### config.mk
export PLATFORM = sky130hd
export DESIGN_NAME = laser_line_subpixel_peak_flat
export DESIGN_NICKNAME = d
export VERILOG_FILES = /design/src/sv/llsp_pkg.sv /design/src/sv/llsp_if.sv /design/src/sv/llsp_tracker.sv /design/src/sv/llsp_divider.sv /design/src/sv/laser_line_subpixel_peak.sv /design/src/flat_wrapper.sv
export SDC_FILE = /design/constraint.sdc
export NUM_CORES = 1
export LEC_CHECK = 0
export BUFFER_PORTS_ARGS = -buffer_cell sky130_fd_sc_hd__buf_2
export CORE_MARGIN = 4
export CORE_UTILIZATION = 59
export DETAILED_ROUTE_END_ITERATION = 16
export HOLD_SLACK_MARGIN = 0.03
export PLACE_DENSITY = 0.78
export SLEW_MARGIN = 30
export SYNTH_ARGS = -nofsm -noshare
export SYNTH_HDL_FRONTEND = slang
export SYNTH_SLANG_ARGS = --single-unit
### constraint.sdc
create_clock -name clk -period 4.73 [get_ports clk]
set_input_delay 0.473 -clock clk [delete_from_list [all_inputs] [get_ports clk]]
set_output_delay 0.473 -clock clk [all_outputs]
set_load 0.005 [all_outputs]
### src/sv/llsp_pkg.sv
package llsp_pkg;

    // Default sizes of the block
    localparam int DEF_MAX_WIDTH     = 2048;
    localparam int DEF_MAX_ROWS      = 2048;
    localparam int DEF_FRACTION_BITS = 8;

    // Fixed field widths
    localparam int PIX_W     = 8;
    localparam int SUM_W     = 10;
    localparam int THR_W     = 10;
    localparam int ROW_OUT_W = 11;
    localparam int POS_W     = 19;

    localparam logic [THR_W-1:0] THR_RESET = 10'd128;

    // Sequencer states
    typedef enum logic [1:0] {
        ST_IDLE,
        ST_DIV,
        ST_LOAD
    } llsp_state_t;

    // What the row tracker hands over at row end
    typedef struct packed {
        logic             found;
        logic [SUM_W-1:0] left_sum;
        logic [SUM_W-1:0] right_sum;
    } llsp_summary_t;

endpackage

### src/sv/llsp_if.sv
// Pixel channel
interface llsp_pix_if;
    logic                          valid;
    logic                          ready;
    logic [llsp_pkg::PIX_W-1:0]    blue;
    logic [llsp_pkg::PIX_W-1:0]    green;
    logic [llsp_pkg::PIX_W-1:0]    red;
    logic                          row_end;
    logic                          frame_end;

    modport source (
        output valid, blue, green, red, row_end, frame_end,
        input  ready
    );
    modport sink (
        input  valid, blue, green, red, row_end, frame_end,
        output ready
    );
endinterface

// Result channel
interface llsp_res_if;
    logic                              valid;
    logic                              ready;
    logic [llsp_pkg::ROW_OUT_W-1:0]    row_index;
    logic                              line_found;
    logic [llsp_pkg::POS_W-1:0]        position;

    modport source (
        output valid, row_index, line_found, position,
        input  ready
    );
    modport sink (
        input  valid, row_index, line_found, position,
        output ready
    );
endinterface

### src/sv/llsp_tracker.sv
module llsp_tracker #(
    parameter int MAX_WIDTH = llsp_pkg::DEF_MAX_WIDTH,
    parameter int COL_W     = $clog2(MAX_WIDTH)
) (
    input  logic                          clk,
    input  logic                          rst_n,
    input  logic                          fire,
    input  logic [llsp_pkg::PIX_W-1:0]    blue,
    input  logic [llsp_pkg::PIX_W-1:0]    green,
    input  logic [llsp_pkg::PIX_W-1:0]    red,
    input  logic                          end_row,
    input  logic [llsp_pkg::THR_W-1:0]    threshold,
    output llsp_pkg::llsp_summary_t       summary,
    output logic [COL_W-1:0]              column
);

    localparam int SW = llsp_pkg::SUM_W;

    logic [SW-1:0]    best_sum_reg, best_sum_next;
    logic [COL_W-1:0] best_col_reg, best_col_next;
    logic             best_valid_reg, best_valid_next;
    logic [SW-1:0]    left_reg, left_next;
    logic [SW-1:0]    right_reg, right_next;
    logic             pending_reg, pending_next;
    logic [SW-1:0]    prev_reg, prev_next;
    logic [COL_W-1:0] col_cnt_reg, col_cnt_next;
    logic             full_reg, full_next;
    logic [SW-1:0]    sum;

    // brightness of the incoming pixel
    assign sum = SW'(blue) + SW'(green) + SW'(red);

    // state after taking this pixel
    always_comb
    begin
        best_sum_next   = best_sum_reg;
        best_col_next   = best_col_reg;
        best_valid_next = best_valid_reg;
        left_next       = left_reg;
        right_next      = right_reg;
        pending_next    = pending_reg;
        prev_next       = prev_reg;
        col_cnt_next    = col_cnt_reg;
        full_next       = full_reg;
        if (fire && !full_reg)
        begin
            if (pending_reg)
            begin
                right_next   = sum;
                pending_next = 1'b0;
            end
            if (sum > best_sum_reg)
            begin
                best_sum_next   = sum;
                best_col_next   = col_cnt_reg;
                best_valid_next = 1'b1;
                left_next       = (col_cnt_reg != '0) ? prev_reg : '0;
                right_next      = '0;
                pending_next    = 1'b1;
            end
            prev_next = sum;
            if (32'(col_cnt_reg) + 32'd1 >= 32'(MAX_WIDTH))
                full_next = 1'b1;
            else
                col_cnt_next = col_cnt_reg + COL_W'(1);
        end
    end

    // row summary as seen after the row-end pixel
    always_comb
    begin
        summary.found     = best_valid_next && (best_sum_next >= threshold);
        summary.left_sum  = left_next;
        summary.right_sum = pending_next ? '0 : right_next;
        column            = best_col_next;
    end

    // row state; a row end clears everything
    always_ff @(posedge clk or negedge rst_n)
    begin
        if (!rst_n)
        begin
            best_sum_reg   <= '0;
            best_col_reg   <= '0;
            best_valid_reg <= 1'b0;
            left_reg       <= '0;
            right_reg      <= '0;
            pending_reg    <= 1'b0;
            prev_reg       <= '0;
            col_cnt_reg    <= '0;
            full_reg       <= 1'b0;
        end
        else if (fire)
        begin
            if (end_row)
            begin
                best_sum_reg   <= '0;
                best_col_reg   <= '0;
                best_valid_reg <= 1'b0;
                left_reg       <= '0;
                right_reg      <= '0;
                pending_reg    <= 1'b0;
                prev_reg       <= '0;
                col_cnt_reg    <= '0;
                full_reg       <= 1'b0;
            end
            else
            begin
                best_sum_reg   <= best_sum_next;
                best_col_reg   <= best_col_next;
                best_valid_reg <= best_valid_next;
                left_reg       <= left_next;
                right_reg      <= right_next;
                pending_reg    <= pending_next;
                prev_reg       <= prev_next;
                col_cnt_reg    <= col_cnt_next;
                full_reg       <= full_next;
            end
        end
    end

endmodule

### src/sv/llsp_divider.sv
// Restoring divider: right / (left + right), one fraction bit per cycle.
// The numerator never exceeds the denominator, so only fraction bits are formed.
module llsp_divider #(
    parameter int FRACTION_BITS = llsp_pkg::DEF_FRACTION_BITS
) (
    input  logic                          clk,
    input  logic                          rst_n,
    input  logic                          start,
    input  logic [llsp_pkg::SUM_W-1:0]    numer,
    input  logic [llsp_pkg::SUM_W:0]      denom,
    output logic                          done,
    output logic [FRACTION_BITS-1:0]      quotient
);

    localparam int DW  = llsp_pkg::SUM_W + 1;
    localparam int CNW = $clog2(FRACTION_BITS + 1);

    logic [DW-1:0]            rem_reg, rem_next;
    logic [DW-1:0]            den_reg;
    logic [FRACTION_BITS-1:0] quo_reg, quo_next;
    logic [CNW-1:0]           cnt_reg, cnt_next;
    logic                     done_reg, done_next;
    logic [DW:0]              trial;
    logic                     take;

    // one compare-and-subtract step
    assign trial = {rem_reg, 1'b0};
    assign take  = trial >= {1'b0, den_reg};

    always_comb
    begin
        rem_next  = rem_reg;
        quo_next  = quo_reg;
        cnt_next  = cnt_reg;
        done_next = 1'b0;
        if (start)
        begin
            rem_next = DW'(numer);
            cnt_next = CNW'(FRACTION_BITS);
        end
        else if (cnt_reg != '0)
        begin
            rem_next  = take ? DW'(trial - {1'b0, den_reg}) : DW'(trial);
            quo_next  = FRACTION_BITS'({quo_reg, take});
            cnt_next  = cnt_reg - CNW'(1);
            done_next = (cnt_reg == CNW'(1));
        end
    end

    // iteration counter and done pulse
    always_ff @(posedge clk or negedge rst_n)
    begin
        if (!rst_n)
        begin
            cnt_reg  <= '0;
            done_reg <= 1'b0;
        end
        else
        begin
            cnt_reg  <= cnt_next;
            done_reg <= done_next;
        end
    end

    // datapath
    always_ff @(posedge clk)
    begin
        rem_reg <= rem_next;
        quo_reg <= quo_next;
        if (start)
            den_reg <= denom;
    end

    assign done     = done_reg;
    assign quotient = quo_reg;

endmodule

### src/sv/laser_line_subpixel_peak.sv
// Channel   Dir  Fields                                   Transfer
// pixel     in   blue, green, red, row_end, frame_end      valid & ready
// result    out  row_index, line_found, position           valid & ready
// cfg       in   cfg_wr_data (line_threshold)              cfg_wr_en
//
// A pixel without a row end does not stall the input. A row-end pixel holds the
// input while the shared restoring divider forms one fraction bit per cycle,
// then the result goes to the output register once that register is free.
// Pixels of the next row are taken while a result waits at the output; after
// the next row end the input stays stalled until that result has been transferred.
// Reset clears the row tracking state, the row count and sets the threshold to 128.
module laser_line_subpixel_peak #(
    parameter int MAX_WIDTH     = llsp_pkg::DEF_MAX_WIDTH,
    parameter int MAX_ROWS      = llsp_pkg::DEF_MAX_ROWS,
    parameter int FRACTION_BITS = llsp_pkg::DEF_FRACTION_BITS
) (
    input  logic                          clk,
    input  logic                          rst_n,
    llsp_pix_if.sink                      pixel,
    llsp_res_if.source                    result,
    input  logic                          cfg_wr_en,
    input  logic [llsp_pkg::THR_W-1:0]    cfg_wr_data
);

    localparam int COL_W = $clog2(MAX_WIDTH);
    localparam int ROW_W = (MAX_ROWS > 1) ? $clog2(MAX_ROWS) : 1;
    localparam int SW    = llsp_pkg::SUM_W;

    llsp_pkg::llsp_state_t      state_reg, state_next;
    logic [llsp_pkg::THR_W-1:0] thr_reg;
    logic [ROW_W-1:0]           row_reg, row_next;
    logic                       fire, end_row;
    llsp_pkg::llsp_summary_t    summary, sum_reg;
    logic [COL_W-1:0]           column, col_reg;
    logic [ROW_W-1:0]           row_snap_reg;
    logic                       div_done;
    logic [FRACTION_BITS-1:0]   quotient;
    logic                       load;
    logic                       out_valid_reg, out_valid_next;
    logic [llsp_pkg::ROW_OUT_W-1:0] out_row_reg;
    logic                       out_found_reg;
    logic [llsp_pkg::POS_W-1:0] out_pos_reg;
    logic [31:0]                row_wide, pos_base, pos_half, pos_calc;

    assign fire        = pixel.valid && pixel.ready;
    assign end_row     = pixel.row_end || pixel.frame_end;
    assign pixel.ready = (state_reg == llsp_pkg::ST_IDLE);

    // per-pixel tracking of the row maximum
    llsp_tracker #(
        .MAX_WIDTH (MAX_WIDTH),
        .COL_W     (COL_W)
    ) u_tracker (
        .clk       (clk),
        .rst_n     (rst_n),
        .fire      (fire),
        .blue      (pixel.blue),
        .green     (pixel.green),
        .red       (pixel.red),
        .end_row   (end_row),
        .threshold (thr_reg),
        .summary   (summary),
        .column    (column)
    );

    // shared divider for the sub-pixel fraction
    llsp_divider #(
        .FRACTION_BITS (FRACTION_BITS)
    ) u_divider (
        .clk      (clk),
        .rst_n    (rst_n),
        .start    (fire && end_row),
        .numer    (summary.right_sum),
        .denom    ((SW + 1)'(summary.left_sum) + (SW + 1)'(summary.right_sum)),
        .done     (div_done),
        .quotient (quotient)
    );

    // sequencer
    always_comb
    begin
        state_next = state_reg;
        load       = 1'b0;
        unique case (state_reg)
            llsp_pkg::ST_IDLE:
                if (fire && end_row)
                    state_next = llsp_pkg::ST_DIV;
            llsp_pkg::ST_DIV:
                if (div_done)
                    state_next = llsp_pkg::ST_LOAD;
            llsp_pkg::ST_LOAD:
                if (!out_valid_reg || result.ready)
                begin
                    load       = 1'b1;
                    state_next = llsp_pkg::ST_IDLE;
                end
            default:
                state_next = llsp_pkg::ST_IDLE;
        endcase
    end

    // row counter, wraps at MAX_ROWS or on frame end
    always_comb
    begin
        row_next = row_reg;
        if (fire && end_row)
        begin
            if (pixel.frame_end || (32'(row_reg) + 32'd1 >= 32'(MAX_ROWS)))
                row_next = '0;
            else
                row_next = row_reg + ROW_W'(1);
        end
    end

    // position from column and fraction
    always_comb
    begin
        row_wide = 32'(row_snap_reg);
        pos_base = 32'(col_reg) << FRACTION_BITS;
        pos_half = 32'd1 << (FRACTION_BITS - 1);
        pos_calc = '0;
        if (sum_reg.found)
        begin
            if (sum_reg.left_sum != '0 && sum_reg.right_sum != '0)
                pos_calc = pos_base - pos_half + 32'(quotient);
            else
                pos_calc = pos_base;
        end
    end

    // output register handshake
    always_comb
    begin
        out_valid_next = out_valid_reg;
        if (load)
            out_valid_next = 1'b1;
        else if (result.ready)
            out_valid_next = 1'b0;
    end

    // control registers
    always_ff @(posedge clk or negedge rst_n)
    begin
        if (!rst_n)
        begin
            state_reg     <= llsp_pkg::ST_IDLE;
            thr_reg       <= llsp_pkg::THR_RESET;
            row_reg       <= '0;
            out_valid_reg <= 1'b0;
        end
        else
        begin
            state_reg     <= state_next;
            row_reg       <= row_next;
            out_valid_reg <= out_valid_next;
            if (cfg_wr_en)
                thr_reg <= cfg_wr_data;
        end
    end

    // row snapshot and result payload
    always_ff @(posedge clk)
    begin
        if (fire && end_row)
        begin
            sum_reg      <= summary;
            col_reg      <= column;
            row_snap_reg <= row_reg;
        end
        if (load)
        begin
            out_row_reg   <= row_wide[llsp_pkg::ROW_OUT_W-1:0];
            out_found_reg <= sum_reg.found;
            out_pos_reg   <= pos_calc[llsp_pkg::POS_W-1:0];
        end
    end

    assign result.valid      = out_valid_reg;
    assign result.row_index  = out_row_reg;
    assign result.line_found = out_found_reg;
    assign result.position   = out_pos_reg;

endmodule

### src/flat_wrapper.sv
// flat-port wrapper written by rule: the top's interface ports become plain ports
module laser_line_subpixel_peak_flat 
#(
    parameter int MAX_WIDTH     = llsp_pkg::DEF_MAX_WIDTH,
    parameter int MAX_ROWS      = llsp_pkg::DEF_MAX_ROWS,
    parameter int FRACTION_BITS = llsp_pkg::DEF_FRACTION_BITS
)
  (clk, rst_n, cfg_wr_en, cfg_wr_data, pixel_valid, pixel_blue, pixel_green, pixel_red, pixel_row_end, pixel_frame_end, pixel_ready, result_valid, result_row_index, result_line_found, result_position, result_ready);
  llsp_pix_if pixel_i ();
  llsp_res_if result_i ();
  input  logic clk;
  input  logic rst_n;
  input  logic cfg_wr_en;
  input  logic [llsp_pkg::THR_W-1:0] cfg_wr_data;
  input wire logic [$bits(pixel_i.valid)-1:0] pixel_valid;
  input wire logic [$bits(pixel_i.blue)-1:0] pixel_blue;
  input wire logic [$bits(pixel_i.green)-1:0] pixel_green;
  input wire logic [$bits(pixel_i.red)-1:0] pixel_red;
  input wire logic [$bits(pixel_i.row_end)-1:0] pixel_row_end;
  input wire logic [$bits(pixel_i.frame_end)-1:0] pixel_frame_end;
  output wire logic [$bits(pixel_i.ready)-1:0] pixel_ready;
  output wire logic [$bits(result_i.valid)-1:0] result_valid;
  output wire logic [$bits(result_i.row_index)-1:0] result_row_index;
  output wire logic [$bits(result_i.line_found)-1:0] result_line_found;
  output wire logic [$bits(result_i.position)-1:0] result_position;
  input wire logic [$bits(result_i.ready)-1:0] result_ready;
  assign pixel_i.valid = pixel_valid;
  assign pixel_i.blue = pixel_blue;
  assign pixel_i.green = pixel_green;
  assign pixel_i.red = pixel_red;
  assign pixel_i.row_end = pixel_row_end;
  assign pixel_i.frame_end = pixel_frame_end;
  assign pixel_ready = pixel_i.ready;
  assign result_valid = result_i.valid;
  assign result_row_index = result_i.row_index;
  assign result_line_found = result_i.line_found;
  assign result_position = result_i.position;
  assign result_i.ready = result_ready;
  laser_line_subpixel_peak #(.MAX_WIDTH(MAX_WIDTH), .MAX_ROWS(MAX_ROWS), .FRACTION_BITS(FRACTION_BITS)) u_core (.clk(clk), .rst_n(rst_n), .pixel(pixel_i), .result(result_i), .cfg_wr_en(cfg_wr_en), .cfg_wr_data(cfg_wr_data));
endmodule
# --- After elaboration in Yosys (flattened, before gate mapping) ---
# Index checks and enable logic that the tools add are counted.
op_classes:
  add_sub_neg: 11
  n_lt_le_gt_ge: 5
  eq_ne: 7
  bitwise: 1
  muxes: 46
  reduce_logical: 25
ops:
  columns: ["op", "count"]
  rows:
  - ["$mux 10", 16]
  - ["$mux 11", 8]
  - ["$ge 32x12->1 const B", 1]
  - ["$add 11x1->12 const B", 2]
  - ["$add 11x1->11 const B", 2]
  - ["$reduce_bool 10->1", 2]
  - ["$add 19x8->19", 1]
  - ["$mux 19", 1]
  - ["$sub 19x8->19 const B", 1]
  - ["$mux 1", 15]
  - ["$ge 12x11->1", 1]
  - ["$ge 12x12->1 const B", 1]
  - ["$add 10x10->11", 1]
  - ["$reduce_bool 11->1", 1]
  - ["$sub 11x11->11", 1]
  - ["$add 10x8->10", 1]
  - ["$ge 10x10->1", 1]
  - ["$gt 10x10->1", 1]
  - ["$add 8x8->9", 1]
  - ["$reduce_and 3->1", 3]
  - ["$mux 4", 2]
  - ["$reduce_bool 2->1", 4]
  - ["$mux 2", 3]
  - ["$pmux 2 s3", 1]
  - ["other kinds (13)", 24]
totals:
  register_bits: 198
  wordCells: 123
  in_bits: 41
  out_inout_bits: 33

# --- Depth between registers and ports, before layout ---
depth:
  ltp_word: 7
  depth_mapped: 30

# --- Cells and area by module ---
# Synthesis repeated with hierarchy kept, for this count alone.
hier_totals:
  hier_cells: 973
  hier_area_um2: 10882.9
by_module_without_submodules:
  columns: ["module", "cells_each", "area_per_inst_um2", "n_inst"]
  rows:
  - ["llsp_tracker", 514, 4852.2, 1]
  - ["laser_line_subpixel_peak", 293, 4113.9, 1]
  - ["llsp_divider", 166, 1916.8, 1]

# --- Worst setup path after synthesis ---
# Ideal clock, no wire load.
synth_path:
  kind: "input-to-reg"
  start: "input port pixel_green[0]"
  end: "register u_core.sum_reg[20] (netlist name), data pin"
  setup_ps: 261
  setup_slack_ps: -1083
  n_path_buf: 1
  t_arrival_ps: 5551
  path_stages: 29
  path_cell_list: "ha_1 -> inv_1 -> fa_1 -> nor2b_1 -> o21ai_1 -> a21boi_1 -> o21ai_1 -> nor2b_1 -> xnor2_1 -> ha_1 -> or3_1 -> o21ai_0 -> a21oi_1 -> xor2_1 -> ha_1 -> nand4_2 -> or3_4 -> o211ai_2 -> clkbuf_1 -> mux2i_1 -> ha_1 -> nand2b_1 -> a21o_1 -> a21o_1 -> a21o_1 -> a211oi_1 -> o21ai_0 -> o211ai_1 -> a21oi_1"
synth_lines:
  columns: ["element", "line_no", "text"]
  rows:
  - ["from (decl)", "flat_wrapper.sv:17", "input wire logic [$bits(pixel_i.green)-1:0] pixel_green;"]
  - ["to (signal assigned)", "laser_line_subpixel_peak.sv:166", "sum_reg <= summary;"]
  - ["to (decl)", "laser_line_subpixel_peak.sv:33", "llsp_pkg::llsp_summary_t summary, sum_reg;"]

==> metrics.md <==
| Metric | Value |
|---|---|
| Status | `finished with violations` |
| Failing checks | `negative setup slack` |
| Slew Viols, Final | `0` |
| Buf/Inv on CP | `7` |
| Critical Path Max Stage Delay | `approximately 0.45 ns` |
| Synth Area in Compound Gates | `0.151` |
| Vias/cell | `5.86` |
| Internal power | `0.00385 W` |
| Flop2flop setup slack | `slightly below 1 ns` |
| Seq/Total Area, Yosys | `0.542` |
| Die H | `around 140 µm` |
| Routed Antenna Nets | `0` |
| DR WL/cell | `between 15 and 20 µm` |
| Post-DP Area | `approximately 11000 µm²` |
| HP Class | `in -> async` |
| Post-synthesis mux area share | `0.0192` |
| PwrDens | `approximately 480 nW/µm²` |
| Share of cells above drive strength 1 | `0.269` |
| F_max | `0.185 GHz` |
| Top FF cell, synth | `edfxtp_1` |
| Post-Synthesis Mean Instance Area | `around 11 µm²` |
| Worst vdd ir | `between 0.3 and 0.4 mV` |
| Data arrival, critical path | `around 5.6 ns` |
| Reg2reg end | `u_core.u_divider.den_reg[9]` |
| GRT Util Overall | `0.236` |
| Startpoint Class | `input pin` |
| 1st-pass router iterations | `6` |
| Post-Syn Area | `10100 µm²` |
| DRC errors left | `0` |
| # rows | `47` |
| Rel. slew slack | `0.461` |
| Max reg flops | `21` |
| Place WS | `-1.10 ns` |
| Synth Area in XOR/XNOR | `0.0356` |
| Final Hold Vio Count | `0` |
| Clock Path Buffers | `2` |
| TritonCTS clock tree | `built` |
| Post-synth top area cell | `edfxtp_1` |
| ANT cells | `0` |
| Die W | `between 100 and 150 µm` |
| Total die area | `19300 µm²` |
| Top fanout value on the critical path | `4` |
| Syn Nets | `between 1000 and 1500` |
| Synthesis warning total | `0` |
| Most frequent cell after synthesis | `nand2_1` |
| Sink Count | `198` |
| 1st-iter DRT viols | `approximately 530` |
| Max-Cap Viols | `0` |
| Critical path type | `in -> reg` |
| Synth cell types | `between 70 and 80` |
| TritonCTS buffer count | `17` |
| Layout area overhead | `24.3%` |
| Final period utilization | `1.14` |
| Leakage power total | `roughly 5.7 nW` |
| Sw Ratio | `0.360` |
| Tmin final | `5.40 ns` |
| NetSw | `between 0.002 and 0.0025 W` |
| Final worst slack | `-0.665 ns` |
| Reg2Reg Depth | `14` |
| Post-Layout Cell Count | `1325` |
| Largest net degree at the start of global routing | `56` |
| Worst-margin pin slew | `slightly above 0.8 ns` |
| Detailed-route via count | `roughly 8000` |
| DP HPWL | `15800 µm` |
| Worst Setup End Kind | `register` |
| Post-Synth Adder-Cell Area | `0.0848` |
| Top-level port count | `74` |
| Comb pwr share | `0.363` |
| Worst-Skew Late Latency | `~0.45 ns` |
| Finish-stage setup viols | `11` |
| CP Data Required Time | `4.94 ns` |
| Flop pwr share | `0.391` |
| Core Box Area | `16700 µm²` |
| Synth top area cells | `edfxtp_1, dfrtp_1, ha_1` |
| Global route overflow | `0` |
| # port buffers | `73` |
| Mapped Cells | `slightly above 900` |
| Largest family of logic cells by synthesized area | `compound AO/OA/AOI/OAI gates` |
| Clk pwr share | `0.246` |
| Design area | `12500 µm²` |
| Post-synthesis simple-gate area fraction | `0.132` |
| Routability cong. | `~0.90` |
| Crit path max-delay family | `adder cells` |
| Skew final | `roughly 0.010 ns` |
| Clock-pin slew on the worst setup and hold paths | `0.08 ns` |
| Slowest CP cell | `or3_4` |
| NumNets Final | `1199` |
| Initial antenna violation count | `0` |
| RSZ-0062 raised after global routing | `yes` |
| Post-synth EDFFs | `between 100 and 150` |
| Synth top area share | `0.306` |
| Top cells by count, synth | `nand2_1, edfxtp_1, dfrtp_1` |
| Flops & latches, synth | `198` |
| Root buffer cell | `clkbuf_16` |
| Synth async-reset ratio | `0.475` |
| Placed Instances | `1272` |
| Initial Utilization | `0.604` |
| Number of global-route vias before repair | `approximately 7600` |
| Critical R2R Launch | `u_core.state_reg[1]` |
| H-Tree Depth | `4` |
| Final wirelength | `23700 µm` |
| CTS Hold Buffers Added | `0` |
| Global-route wire length before repair | `approximately 37000 µm` |
[stage by stage]
stage,utilization,hold slack (ns),power [W],setup TNS (ns)
2_1_floorplan,-,0.177,0.00374,-7.83
3_3_place_gp,0.687,0.401,0.00429,-12.86
3_5_place_dp,0.687,0.407,0.00437,-15.53
4_1_cts,0.737,0.0890,0.00592,-3.50
5_1_grt,0.751,0.124,0.00634,-8.61
6_report,0.751,0.0676,0.00602,-5.75
[cell usage in the layout (no fill, tap or decap), types with 10 or more instances in the layout]
cell type,count
nor3_1,20
clkbuf_16,17
and2_1,10
o21ai_0,52
buf_2,70
and3_1,24
nand2_1,110
a22o_1,43
buf_4,103
a21oi_1,23
nor2_1,38
inv_1,61
edfxtp_1,103
buf_6,14
xor2_1,16
dfrtp_1,93
nand2b_1,13
ha_1,56
nand3_1,10
a21o_1,12
xnor2_1,22
o21ai_1,19
[power by group through the flow]
| stage | Combinational, W | Sequential (W) | Clock [W] |
|---|---|---|---|
| 6_report | 0.00218 | 0.00235 | 0.00148 |
| 5_1_grt | 0.00239 | 0.00238 | 0.00156 |
| 4_1_cts | 0.00208 | 0.00235 | 0.00149 |
| 3_5_place_dp | 0.00199 | 0.00238 | 0 |
| 3_3_place_gp | 0.00192 | 0.00236 | 0 |
| 2_1_floorplan | 0.00141 | 0.00233 | 0 |
[timing repair]
| item | CTS | global route |
|---|---|---|
| hold endpoints to repair | 0 | 0 |
| gates cloned | 1 | 0 |
| gates resized for setup | 21 | 32 |
| buffers inserted | 12 | 11 |
| endpoints found under the setup margin | 11 | 31 |
| pin swaps | 34 | 25 |
[layout make-up]
cell class | instances | area (µm²)
multi-input combinational | 622 | 4640
tap | 220 | 275
sequential | 198 | 5470
clock buffer | 17 | 425
inverter | 65 | 246
clock inverter | 15 | 189
timing repair buffer | 188 | 1300
fill | 1088 | 4160
[cell families (layout without fill, tap and decap cells)]
| group | after synthesis | in the layout |
|---|---|---|
| multiplexers | 18 | 18 |
| adder cells (fa/ha/maj) | 66 | 66 |
| AND/OR/NAND/NOR | 275 | 275 |
| AO/OA/AOI/OAI | 221 | 222 |
| buffers and inverters | 93 | 285 |
| XOR/XNOR | 41 | 41 |
| flip-flops | 198 | 198 |
[per-layer routing]
layer | part of all wire | routed length, µm | track usage | vias up
met5 | 0 | 0 | 0 | -
met4 | 0.032 | 762 | 0.0968 | 0
met3 | 0.067 | 1580 | 0.0538 | 65
met2 | 0.50 | 11900 | 0.400 | 330
met1 | 0.40 | 9450 | 0.295 | 3719
li1 | - | - | - | 3657
[worst max path at each step]
stage                                   endpoint  depth (start not counted)      startpoint
floorplan                     u_core.sum_reg[20]                         29  pixel_green[0]
global placement     u_core.u_divider.den_reg[9]                         29  pixel_green[0]
detailed placement            u_core.sum_reg[20]                         29  pixel_green[0]
CTS                           u_core.sum_reg[20]                         29   pixel_blue[0]
global route         u_core.u_divider.den_reg[9]                         29   pixel_blue[0]
finish              u_core.u_divider.den_reg[10]                         30   pixel_blue[0]
Note: power is estimated with default switching activity, not from simulation.
